--- src/hw/rtl/gpio_pkg.sv ---
// Shared types and constants of the GPIO register block.
// Register word map, request codes and the pipeline structs.
// No dependencies.
`default_nettype none

package gpio_pkg;

  localparam int DATA_W    = 32;
  localparam int HIGH_W    = 26;
  localparam int PAD_W     = DATA_W + HIGH_W;
  localparam int IDX_W     = 6;
  localparam int PIN_IDX_W = 6;
  localparam int MAP_W     = 64;

  localparam logic [1:0] REQ_READ  = 2'd0;
  localparam logic [1:0] REQ_WRITE = 2'd1;
  localparam logic [1:0] REQ_TICK  = 2'd2;

  localparam int FSEL_WORD     = 0;
  localparam int FSEL_WORDS    = 7;
  localparam int SET_WORD      = 7;
  localparam int CLR_WORD      = 10;
  localparam int LEV_WORD      = 13;
  localparam int EDS_WORD      = 16;
  localparam int DET_WORD      = 19;
  localparam int DET_STRIDE    = 3;
  localparam int DET_KINDS     = 6;
  localparam int PULL_WORD     = 57;
  localparam int PULL_WORDS    = 4;
  localparam int PINS_PER_FSEL = 10;
  localparam int PINS_PER_PULL = 16;
  localparam int FSEL_BITS     = 3;
  localparam int PULL_BITS     = 2;

  localparam int DET_RISE  = 0;
  localparam int DET_FALL  = 1;
  localparam int DET_HIGH  = 2;
  localparam int DET_LOW   = 3;
  localparam int DET_ARISE = 4;
  localparam int DET_AFALL = 5;

  localparam logic [FSEL_BITS-1:0] FSEL_OUTPUT = 3'd1;

  typedef struct packed {
    logic              valid;
    logic [1:0]        kind;
    logic [IDX_W-1:0]  idx;
    logic [DATA_W-1:0] wdata;
    logic [PAD_W-1:0]  pads;
  } req_t;

  typedef struct packed {
    logic              valid;
    logic [DATA_W-1:0] rdata;
    logic [MAP_W-1:0]  latch;
    logic [MAP_W-1:0]  oe;
    logic [MAP_W-1:0]  evt;
  } view_t;

  function automatic logic [MAP_W-1:0] pair_bits(input logic [IDX_W-1:0] idx,
                                                 input int base,
                                                 input logic [DATA_W-1:0] w);
    logic [MAP_W-1:0] r;
    r = '0;
    if (idx == IDX_W'(base)) begin
      r = {{(MAP_W-DATA_W){1'b0}}, w};
    end else if (idx == IDX_W'(base + 1)) begin
      r = {w, {(MAP_W-DATA_W){1'b0}}};
    end
    return r;
  endfunction

  function automatic logic [DATA_W-1:0] pair_get(input logic [MAP_W-1:0] v,
                                                 input logic [IDX_W-1:0] idx,
                                                 input int base);
    logic [DATA_W-1:0] r;
    r = (idx == IDX_W'(base)) ? v[DATA_W-1:0] : v[MAP_W-1:DATA_W];
    return r;
  endfunction

endpackage

`default_nettype wire

--- src/hw/rtl/gpio_register_block.sv ---
// Top level of the GPIO register block.
// Depends on gpio_pkg, gpio_req_stage, gpio_regs and gpio_prio.
//
// Usage:
//   A request is taken at a rising edge with start high and busy low. It is
//   a bus read, a bus write or a pin sample tick (pad levels on in_pins_*).
//   Every request yields one result, marked by out_valid for one cycle.
//   The request is first registered in the input register of gpio_req_stage;
//   out_valid and the result are then registered in gpio_regs. Throughput:
//   one request per cycle while busy is low; busy is high during reset and
//   stays high until a rising edge with rst_n high, and is low from then on.
//   The state update is a single pass of logic between the input register
//   and the state/read-data registers.
//   Result fields show the output latch, output enables (function select 1),
//   per-bank interrupt lines and the lowest pending event pin after that
//   request; out_rdata carries read data for reads and zero otherwise.
//   Reset (rst_n low, synchronous) clears all pin state, drops requests in
//   flight and holds busy high. The receiver cannot stall; results are not
//   held beyond their one cycle.
`default_nettype none

module gpio_register_block #(
  parameter int PIN_COUNT = 58
) (
  input  wire logic                             clk,
  input  wire logic                             rst_n,
  input  wire logic                             start,
  output logic                                  busy,
  input  wire logic [1:0]                       in_req_type,
  input  wire logic [gpio_pkg::IDX_W-1:0]       in_word_index,
  input  wire logic [gpio_pkg::DATA_W-1:0]      in_wdata,
  input  wire logic [gpio_pkg::DATA_W-1:0]      in_pins_low,
  input  wire logic [gpio_pkg::HIGH_W-1:0]      in_pins_high,
  output logic                                  out_valid,
  output logic [gpio_pkg::DATA_W-1:0]           out_rdata,
  output logic [gpio_pkg::DATA_W-1:0]           out_drive_low,
  output logic [gpio_pkg::HIGH_W-1:0]           out_drive_high,
  output logic [gpio_pkg::DATA_W-1:0]           out_enable_low,
  output logic [gpio_pkg::HIGH_W-1:0]           out_enable_high,
  output logic                                  out_irq_bank0,
  output logic                                  out_irq_bank1,
  output logic [gpio_pkg::PIN_IDX_W-1:0]        out_first_event_pin
);
  import gpio_pkg::*;

  req_t  req;
  view_t view;

  gpio_req_stage u_req (
    .clk           (clk),
    .rst_n         (rst_n),
    .start         (start),
    .busy          (busy),
    .in_req_type   (in_req_type),
    .in_word_index (in_word_index),
    .in_wdata      (in_wdata),
    .in_pins_low   (in_pins_low),
    .in_pins_high  (in_pins_high),
    .req           (req)
  );

  gpio_regs #(
    .PIN_COUNT (PIN_COUNT)
  ) u_regs (
    .clk   (clk),
    .rst_n (rst_n),
    .req   (req),
    .view  (view)
  );

  gpio_prio #(
    .PIN_COUNT (PIN_COUNT)
  ) u_prio (
    .evt       (view.evt[PIN_COUNT-1:0]),
    .first_pin (out_first_event_pin)
  );

  assign out_valid       = view.valid;
  assign out_rdata       = view.rdata;
  assign out_drive_low   = view.latch[DATA_W-1:0];
  assign out_drive_high  = view.latch[DATA_W +: HIGH_W];
  assign out_enable_low  = view.oe[DATA_W-1:0];
  assign out_enable_high = view.oe[DATA_W +: HIGH_W];
  assign out_irq_bank0   = |view.evt[DATA_W-1:0];
  assign out_irq_bank1   = |view.evt[MAP_W-1:DATA_W];

endmodule

`default_nettype wire

--- src/hw/rtl/gpio_req_stage.sv ---
// Input register of GPIO block: captures one request per cycle unless busy.
// Depends on gpio_pkg.
`default_nettype none

module gpio_req_stage (
  input  wire logic                          clk,
  input  wire logic                          rst_n,
  input  wire logic                          start,
  output logic                               busy,
  input  wire logic [1:0]                    in_req_type,
  input  wire logic [gpio_pkg::IDX_W-1:0]    in_word_index,
  input  wire logic [gpio_pkg::DATA_W-1:0]   in_wdata,
  input  wire logic [gpio_pkg::DATA_W-1:0]   in_pins_low,
  input  wire logic [gpio_pkg::HIGH_W-1:0]   in_pins_high,
  output gpio_pkg::req_t                     req
);
  import gpio_pkg::*;

  logic busy_r;
  req_t req_r;
  logic accept;

  assign accept = start && !busy_r;
  assign busy   = busy_r;

  always_ff @(posedge clk) begin
    if (!rst_n) begin
      busy_r      <= 1'b1;
      req_r.valid <= 1'b0;
    end else begin
      busy_r      <= 1'b0;
      req_r.valid <= accept;
      if (accept) begin
        req_r.kind  <= in_req_type;
        req_r.idx   <= in_word_index;
        req_r.wdata <= in_wdata;
        req_r.pads  <= {in_pins_high, in_pins_low};
      end
    end
  end

  assign req = req_r;

endmodule

`default_nettype wire

--- src/hw/rtl/gpio_regs.sv ---
// Register file of the GPIO register block: per-pin state, read mux,
// write decode and pin-sample event detection. Depends on gpio_pkg.
`default_nettype none

module gpio_regs #(
  parameter int PIN_COUNT = 58
) (
  input  wire logic   clk,
  input  wire logic   rst_n,
  input  gpio_pkg::req_t  req,
  output gpio_pkg::view_t view
);
  import gpio_pkg::*;

  logic [PIN_COUNT-1:0][FSEL_BITS-1:0] fsel_r, fsel_nxt;
  logic [PIN_COUNT-1:0][PULL_BITS-1:0] pull_r, pull_nxt;
  logic [DET_KINDS-1:0][PIN_COUNT-1:0] det_r, det_nxt;
  logic [PIN_COUNT-1:0] latch_r, latch_nxt;
  logic [PIN_COUNT-1:0] evt_r, evt_nxt;
  logic [PIN_COUNT-1:0] lev_r, lev_nxt;
  logic [PIN_COUNT-1:0] prev_r, prev_nxt;
  logic [PIN_COUNT-1:0] oe;
  logic                 out_valid_r;
  logic [DATA_W-1:0]    rdata_r, rdata_nxt;

  logic [FSEL_WORDS-1:0][DATA_W-1:0] fsel_rd;
  logic [PULL_WORDS-1:0][DATA_W-1:0] pull_rd;

  logic wr, rd, tick;
  logic [MAP_W-1:0]     pads64;
  logic [PIN_COUNT-1:0] now, hit;

  assign wr   = req.valid && (req.kind == REQ_WRITE);
  assign rd   = req.valid && (req.kind == REQ_READ);
  assign tick = req.valid && (req.kind == REQ_TICK);

  for (genvar p = 0; p < PIN_COUNT; p++) begin : g_pin
    localparam int FW = p / PINS_PER_FSEL;
    localparam int FS = p % PINS_PER_FSEL;
    localparam int PW = p / PINS_PER_PULL;
    localparam int PS = p % PINS_PER_PULL;
    assign fsel_nxt[p] = (wr && req.idx == IDX_W'(FSEL_WORD + FW)) ?
                         req.wdata[FSEL_BITS*FS +: FSEL_BITS] : fsel_r[p];
    assign pull_nxt[p] = (wr && req.idx == IDX_W'(PULL_WORD + PW)) ?
                         req.wdata[PULL_BITS*PS +: PULL_BITS] : pull_r[p];
    assign oe[p] = (fsel_r[p] == FSEL_OUTPUT);
  end

  for (genvar w = 0; w < FSEL_WORDS; w++) begin : g_fsel_rd
    for (genvar i = 0; i < PINS_PER_FSEL; i++) begin : g_slot
      if (w * PINS_PER_FSEL + i < PIN_COUNT) begin : g_on
        assign fsel_rd[w][FSEL_BITS*i +: FSEL_BITS] = fsel_r[w * PINS_PER_FSEL + i];
      end else begin : g_off
        assign fsel_rd[w][FSEL_BITS*i +: FSEL_BITS] = '0;
      end
    end
    assign fsel_rd[w][DATA_W-1:FSEL_BITS*PINS_PER_FSEL] = '0;
  end

  for (genvar w = 0; w < PULL_WORDS; w++) begin : g_pull_rd
    for (genvar i = 0; i < PINS_PER_PULL; i++) begin : g_slot
      if (w * PINS_PER_PULL + i < PIN_COUNT) begin : g_on
        assign pull_rd[w][PULL_BITS*i +: PULL_BITS] = pull_r[w * PINS_PER_PULL + i];
      end else begin : g_off
        assign pull_rd[w][PULL_BITS*i +: PULL_BITS] = '0;
      end
    end
  end

  assign pads64 = MAP_W'(req.pads);
  assign now    = pads64[PIN_COUNT-1:0];
  assign hit    = (~lev_r & now & (det_r[DET_RISE] | det_r[DET_ARISE]))
                | (lev_r & ~now & (det_r[DET_FALL] | det_r[DET_AFALL]))
                | (now & det_r[DET_HIGH])
                | (~now & det_r[DET_LOW]);

  always_comb begin
    latch_nxt = latch_r;
    evt_nxt   = evt_r;
    lev_nxt   = lev_r;
    prev_nxt  = prev_r;
    det_nxt   = det_r;
    if (wr) begin
      latch_nxt = (latch_r | PIN_COUNT'(pair_bits(req.idx, SET_WORD, req.wdata)))
                & ~PIN_COUNT'(pair_bits(req.idx, CLR_WORD, req.wdata));
      evt_nxt   = evt_r & ~PIN_COUNT'(pair_bits(req.idx, EDS_WORD, req.wdata));
      for (int k = 0; k < DET_KINDS; k++) begin
        det_nxt[k] = PIN_COUNT'((MAP_W'(det_r[k])
                     & ~pair_bits(req.idx, DET_WORD + DET_STRIDE * k, '1))
                     | pair_bits(req.idx, DET_WORD + DET_STRIDE * k, req.wdata));
      end
    end
    if (tick) begin
      prev_nxt = lev_r;
      lev_nxt  = now;
      evt_nxt  = evt_r | hit;
    end
  end

  always_comb begin
    rdata_nxt = '0;
    if (rd) begin
      if (req.idx < IDX_W'(FSEL_WORD + FSEL_WORDS)) begin
        for (int w = 0; w < FSEL_WORDS; w++) begin
          if (req.idx == IDX_W'(FSEL_WORD + w)) begin
            rdata_nxt = fsel_rd[w];
          end
        end
      end else if (req.idx == IDX_W'(LEV_WORD) || req.idx == IDX_W'(LEV_WORD + 1)) begin
        rdata_nxt = pair_get(MAP_W'(lev_r), req.idx, LEV_WORD);
      end else if (req.idx == IDX_W'(EDS_WORD) || req.idx == IDX_W'(EDS_WORD + 1)) begin
        rdata_nxt = pair_get(MAP_W'(evt_r), req.idx, EDS_WORD);
      end else begin
        for (int k = 0; k < DET_KINDS; k++) begin
          if (req.idx == IDX_W'(DET_WORD + DET_STRIDE * k) ||
              req.idx == IDX_W'(DET_WORD + DET_STRIDE * k + 1)) begin
            rdata_nxt = pair_get(MAP_W'(det_r[k]), req.idx, DET_WORD + DET_STRIDE * k);
          end
        end
        for (int w = 0; w < PULL_WORDS; w++) begin
          if (req.idx == IDX_W'(PULL_WORD + w)) begin
            rdata_nxt = pull_rd[w];
          end
        end
      end
    end
  end

  always_ff @(posedge clk) begin
    if (!rst_n) begin
      fsel_r      <= '0;
      pull_r      <= '0;
      det_r       <= '0;
      latch_r     <= '0;
      evt_r       <= '0;
      lev_r       <= '0;
      prev_r      <= '0;
      out_valid_r <= 1'b0;
    end else begin
      fsel_r      <= fsel_nxt;
      pull_r      <= pull_nxt;
      det_r       <= det_nxt;
      latch_r     <= latch_nxt;
      evt_r       <= evt_nxt;
      lev_r       <= lev_nxt;
      prev_r      <= prev_nxt;
      out_valid_r <= req.valid;
    end
  end

  always_ff @(posedge clk) begin
    rdata_r <= rdata_nxt;
  end

  assign view.valid = out_valid_r;
  assign view.rdata = rdata_r;
  assign view.latch = MAP_W'(latch_r);
  assign view.oe    = MAP_W'(oe);
  assign view.evt   = MAP_W'(evt_r);

endmodule

`default_nettype wire

--- src/hw/rtl/gpio_prio.sv ---
// Lowest-set-bit encoder for the pending event pin.
// Depends on gpio_pkg.
`default_nettype none

module gpio_prio #(
  parameter int PIN_COUNT = 58
) (
  input  wire logic [PIN_COUNT-1:0]        evt,
  output logic [gpio_pkg::PIN_IDX_W-1:0]   first_pin
);
  import gpio_pkg::*;

  logic [PIN_COUNT-1:0] low1;
  logic [PIN_IDX_W-1:0] pos;

  assign low1 = evt & (~evt + PIN_COUNT'(1));

  always_comb begin
    pos = '0;
    for (int p = 0; p < PIN_COUNT; p++) begin
      if (low1[p]) begin
        pos = pos | PIN_IDX_W'(p);
      end
    end
  end

  assign first_pin = (evt == '0) ? PIN_IDX_W'(PIN_COUNT) : pos;

endmodule

`default_nettype wire

--- config.mk ---
export PLATFORM = sky130hd
export DESIGN_NAME = gpio_register_block
export DESIGN_NICKNAME = d
export VERILOG_FILES = /design/src/hw/rtl/gpio_pkg.sv /design/src/hw/rtl/gpio_register_block.sv /design/src/hw/rtl/gpio_req_stage.sv /design/src/hw/rtl/gpio_regs.sv /design/src/hw/rtl/gpio_prio.sv
export SDC_FILE = /design/constraint.sdc
export NUM_CORES = 2
export LEC_CHECK = 0
export BUFFER_PORTS_ARGS = -buffer_cell sky130_fd_sc_hd__buf_2
export CAP_MARGIN = 10
export CORE_MARGIN = 5
export CORE_UTILIZATION = 26
export DETAILED_ROUTE_END_ITERATION = 8
export GPL_TIMING_DRIVEN = 1
export RECOVER_POWER = 25
export SETUP_SLACK_MARGIN = 0.05
export SKIP_CTS_REPAIR_TIMING = 1
export SYNTH_ARGS = -nofsm -noshare
export SYNTH_HDL_FRONTEND = slang
export SYNTH_HIERARCHICAL = 1
export SYNTH_SLANG_ARGS = --single-unit
--- constraint.sdc ---
create_clock -name clk -period 4.2 [get_ports clk]
set_input_delay 1.05 -clock clk [delete_from_list [all_inputs] [get_ports clk]]
set_output_delay 1.05 -clock clk [all_outputs]
set_load 0.1 [all_outputs]
# Word level (Yosys, flattened, before mapping)
# Index checks and enable logic that the tools add are counted.
# word_totals
wordCells,521
regBits,945
output_inout_bits,158
in_bits,101
# classes
n_eq_ne,91
magnitude_cmp,1
bitwise,39
n_mux,226
addsub,1
reduce_logical,30
# ops
operator,n
2-to-1 mux 58 bit,77
2-to-1 mux 32 bit,87
AND 58 bit,15
bitwise OR 58 bit,13
NOT 58 bit,11
2-to-1 mux 98 bit,2
"equality test 3 x 1 -> 1 bit, second input constant",58
2-to-1 mux 6 bit,27
2-to-1 mux 5 bit,16
"equality test 6 x 5 -> 1 bit, second input constant",11
"adder 58 x 1 -> 58 bit, second input constant",1
logical NOT 58 bit,1
"equality test 6 bit, second input constant",7
2-to-1 mux 4 bit,8
OR reduction 32 bit,1
"equality test 6 x 4 -> 1 bit, second input constant",5
2-to-1 mux 30 bit,1
OR reduction 26 bit,1
"equality test 6 x 3 -> 1 bit, second input constant",4
logical AND 1 bit,14
"equality test 6 x 2 -> 1 bit, second input constant",2
2-to-1 mux 3 bit,4
logical OR 1 bit,8
"equality test 6 x 1 -> 1 bit, second input constant",1
11 further kinds,13

# Longest topological paths before layout
# depth
depth_word,61
mapped_depth,10
ltp_nobuf,6

# Cells and area by module
# Netlist, hierarchy kept.
# modules_own_cells
mod,area_each_um2,cells_per_inst,seq_area_each_um2,n_inst
gpio_regs,38978.6,4912,16916.2,1
gpio_req_stage,3004.1,103,2982.9,1
gpio_prio,1177.4,181,0.0,1
gpio_register_block,150.1,22,0.0,1

# Worst setup path after synthesis
# No wires, ideal clock.
# synth_timing
kind,reg2out
startpoint,register u_regs.evt_r[21]
endpoint,output out_first_event_pin[5] (netlist bit)
path_stages_with_launch,6
n_path_buf,1
arrival_ns,3.683
required_ns,3.150
slack_ns,-0.533
path_cell_list,dfxtp_1 > or4_4 > nor4_4 > nand3_4 > buf_6 > nor3_1
# synth_between
elab_chain_cells,30
elab_cells_between_ends,31
cone_classes,add/sub: 1; mux: 27; bitwise: 2; reduce/logical: 1
# synth_lines
item,line,source
"start, declared",gpio_regs.sv:19,"logic [PIN_COUNT-1:0] evt_r, evt_nxt;"
"start signal, assigned",gpio_regs.sv:144,evt_r <= evt_nxt;
NOT 58 bit,gpio_prio.sv:16,assign low1 = evt & (~evt + PIN_COUNT'(1));
adder 58 x 1 -> 58 bit,gpio_prio.sv:16,
AND 58 bit,gpio_prio.sv:16,
2-to-1 mux 6 bit (26 in series),gpio_prio.sv:21,if (low1[p]) begin
2-to-1 mux 6 bit *,gpio_prio.sv:27,assign first_pin = (evt == '0) ? PIN_IDX_W'(PIN_COUNT) : pos;
"end, declared",gpio_register_block.sv:42,output logic [gpio_pkg::PIN_IDX_W-1:0] out_first_event_pin
# Mark *: on every way between the ends. The rest lies on a longest branch, timed or not.

# Worst setup path after layout
# layout_timing
startpoint,register u_regs.evt_r[23]
endpoint,output out_first_event_pin[2] (netlist bit)
# layout_between
elab_chain_cells,39
elab_cells_between_ends,40
cone_classes,add/sub: 1; mux: 36; bitwise: 2; reduce/logical: 1
# layout_lines
item,line
NOT 58 bit,gpio_prio.sv:16
adder 58 x 1 -> 58 bit,gpio_prio.sv:16
AND 58 bit,gpio_prio.sv:16
2-to-1 mux 5 bit (9 in series),gpio_prio.sv:21
2-to-1 mux 6 bit (26 in series),gpio_prio.sv:21
2-to-1 mux 6 bit *,gpio_prio.sv:27
# Marks and branches as above.

==> metrics <==
status complete, but fails checks; failing checks capacitance limit, slew limit, setup timing; CP cell instances or4_4 -> nor4_4 -> buf_4 -> nand3_4 -> o41ai_4 -> nor4_4 -> nand4_1 -> buf_12; CP most frequent cell nor4_4; GRT overflow 0; unrepaired setup endpoints after global routing yes; Clock power frac 48.0%; met3 usage 5.500%; synthesized area 43220 um2; reg-to-reg endpoint u_regs/rdata_r[7]; worst-path fanout max 6; layout cells sized above 1 12.89%; vias 40860; CP max-delay cell or4_4; Worst R2R Setup Slack 0.91 ns; fin nets 5414; min-delay src u_regs/pull_r[64]; Layout Skew 0.03578 ns; die height 417.7 um; total core area 165200 um2; number of max-capacitance violations reported 1; first-pass GRT wire length 272100 um; row count 149; Largest stage delay, worst path 0.58 ns; DRT iter0 DRCs 5227; TritonCTS Sinks 945; Critical Path RT 3.15 ns; area delta synth->final 17.42%; Syn Area/Cell 8.302 um2; met2 usage 31.90%; Sw Share 23.34%; grt peak-use layer met2; Hold Path Sink u_regs/pull_r[64]; Total GRT Usage 20.78%; Final Hold Viols 0; Final Cycle Share 107.2%; total CTS buffers 99; number of I/O port buffers 258; Cell Int Power 14880 uW; drt total wl 190500 um; setup ws final -0.3042 ns; H-tree depth 3; worst setup path class flop to primary output; met1 usage 27.44%; pwr/cell area 382.6 nW/um2; Die Wd 417.7 um; sequential share of power 47.5%; Die ar. 174500 um2; vias in the first global route 38090; Synth warnings 6; vias per cell 5.377; Net Sw Power 4532 uW; CTS tree built; CTS Root Cell clkbuf_16; Worst Path Arrival 3.45 ns; family with the most delay on the worst path simple AND/OR/NAND/NOR gates; clock buffer depth 3; Final Util 30.72%; Hold Path Cell Cnt 2; fin. max-slew vios 255; WP buf/inv 2; drt pass-1 iters 7; reg2reg start u_req/req[91]; actual slew at the worst max-slew pin 2.584 ns; critical path launch point type flop; Slew headroom -72.28%; residual DRC count 0; Gate power share 4.5%; Pleak 0.01656 uW; Crit. End Element primary output; fmax 222.0 MHz; clk_lat worst skew 0.71 ns; Max VDD drop 312.2 uV; count of final setup violators 6; HPWL Detailed 136500 um; IO Count 259; Post-Synthesis Cells 5206; Hold Path Class flop to flop; largest net degree at the start of global routing 262; Routed Antenna Nets 0; Min Hold Slack 0.4592 ns; GP Congestion 1.017; Period minus WS final 4.504 ns; initial antenna violation count 30; wire per inst 25.07 um; initial core utilization 26.17%; R2R cell count 7; CTS clk-pin slew, worst paths 0.07 ns
## tightest hold or removal path: stages, from the launching register on
cell and delay (ns):
dfxtp_1 0.31, nand2_1 0.05, a21boi_1 0.05
## power groups by stage
stage                     logic (uW)  registers [uW]  clock network (uW)
after floorplan                  500            9390                   0
after global placement           822            9420                   0
after detailed placement         823            9420                   0
after CTS                        825            9220                9470
after global routing             908            9220                9810
final                            876            9220                9320
## worst max-delay path by stage
stage,start,slack [ns],cells past startpoint,to
after floorplan,u_regs/evt_r[21],0.34,5,out_first_event_pin[5]
after global routing,u_regs/evt_r[23],-0.35,8,out_first_event_pin[2]
after detailed placement,u_regs/evt_r[45],0.30,8,out_first_event_pin[4]
after CTS,u_regs/evt_r[44],-0.48,8,out_first_event_pin[4]
after global placement,u_regs/evt_r[45],0.30,8,out_first_event_pin[4]
final,u_regs/evt_r[23],-0.30,8,out_first_event_pin[2]
## stage by stage
stage               std cells  total power (uW)  setup WS (ns)  setup TNS [ns]  cell area [um2]
floorplan                5211              9887         0.3375               0            43240
global placement         7384             10240         0.2968               0            47050
finish                   7599             19410        -0.3042          -1.254            50750
detailed placement       7386             10240         0.2963               0            47060
global route             7587             19930        -0.3526          -17.81            50720
CTS                      7572             19510        -0.4827          -2.002            50480
## per-layer routing
metal  vias to the layer above  routed length (um)
met1                     19840               79220
met5                         -                 152
li1                      18560                   -
met3                       387               19180
met2                      2047               82510
met4                        22                9409
## cell type report
cell class	instances	area (um2)
Clock buffer	134	2833
Antenna cell	12	30.03
Inverter	7	26.28
Clock inverter	52	588.1
Fill cell	17370	114400
Tap cell	2189	2739
Sequential cell	945	19900
Multi-Input combinational cell	3802	21640
Timing Repair Buffer	458	2990
## cells in the final DEF, fill, tap and decap left out, drive strengths merged, types with 24 or more instances in the layout
cell type and count:
nor3 60, nor2 212, a22oi 108, a221oi 76, nand3 48, clkbuf 158, o21ai 232, edfxtp 98
nor3b 62, o22ai 114, buf 434, a31oi 63, clkinv 33, a21oi 39, o21a 62, a221o 28
mux2i 24, a21boi 755, dfxtp 847, nand2 1534, o221ai 35, nor2b 65, nor4 35, o311ai 58
Power figures use the tool's default switching activity.
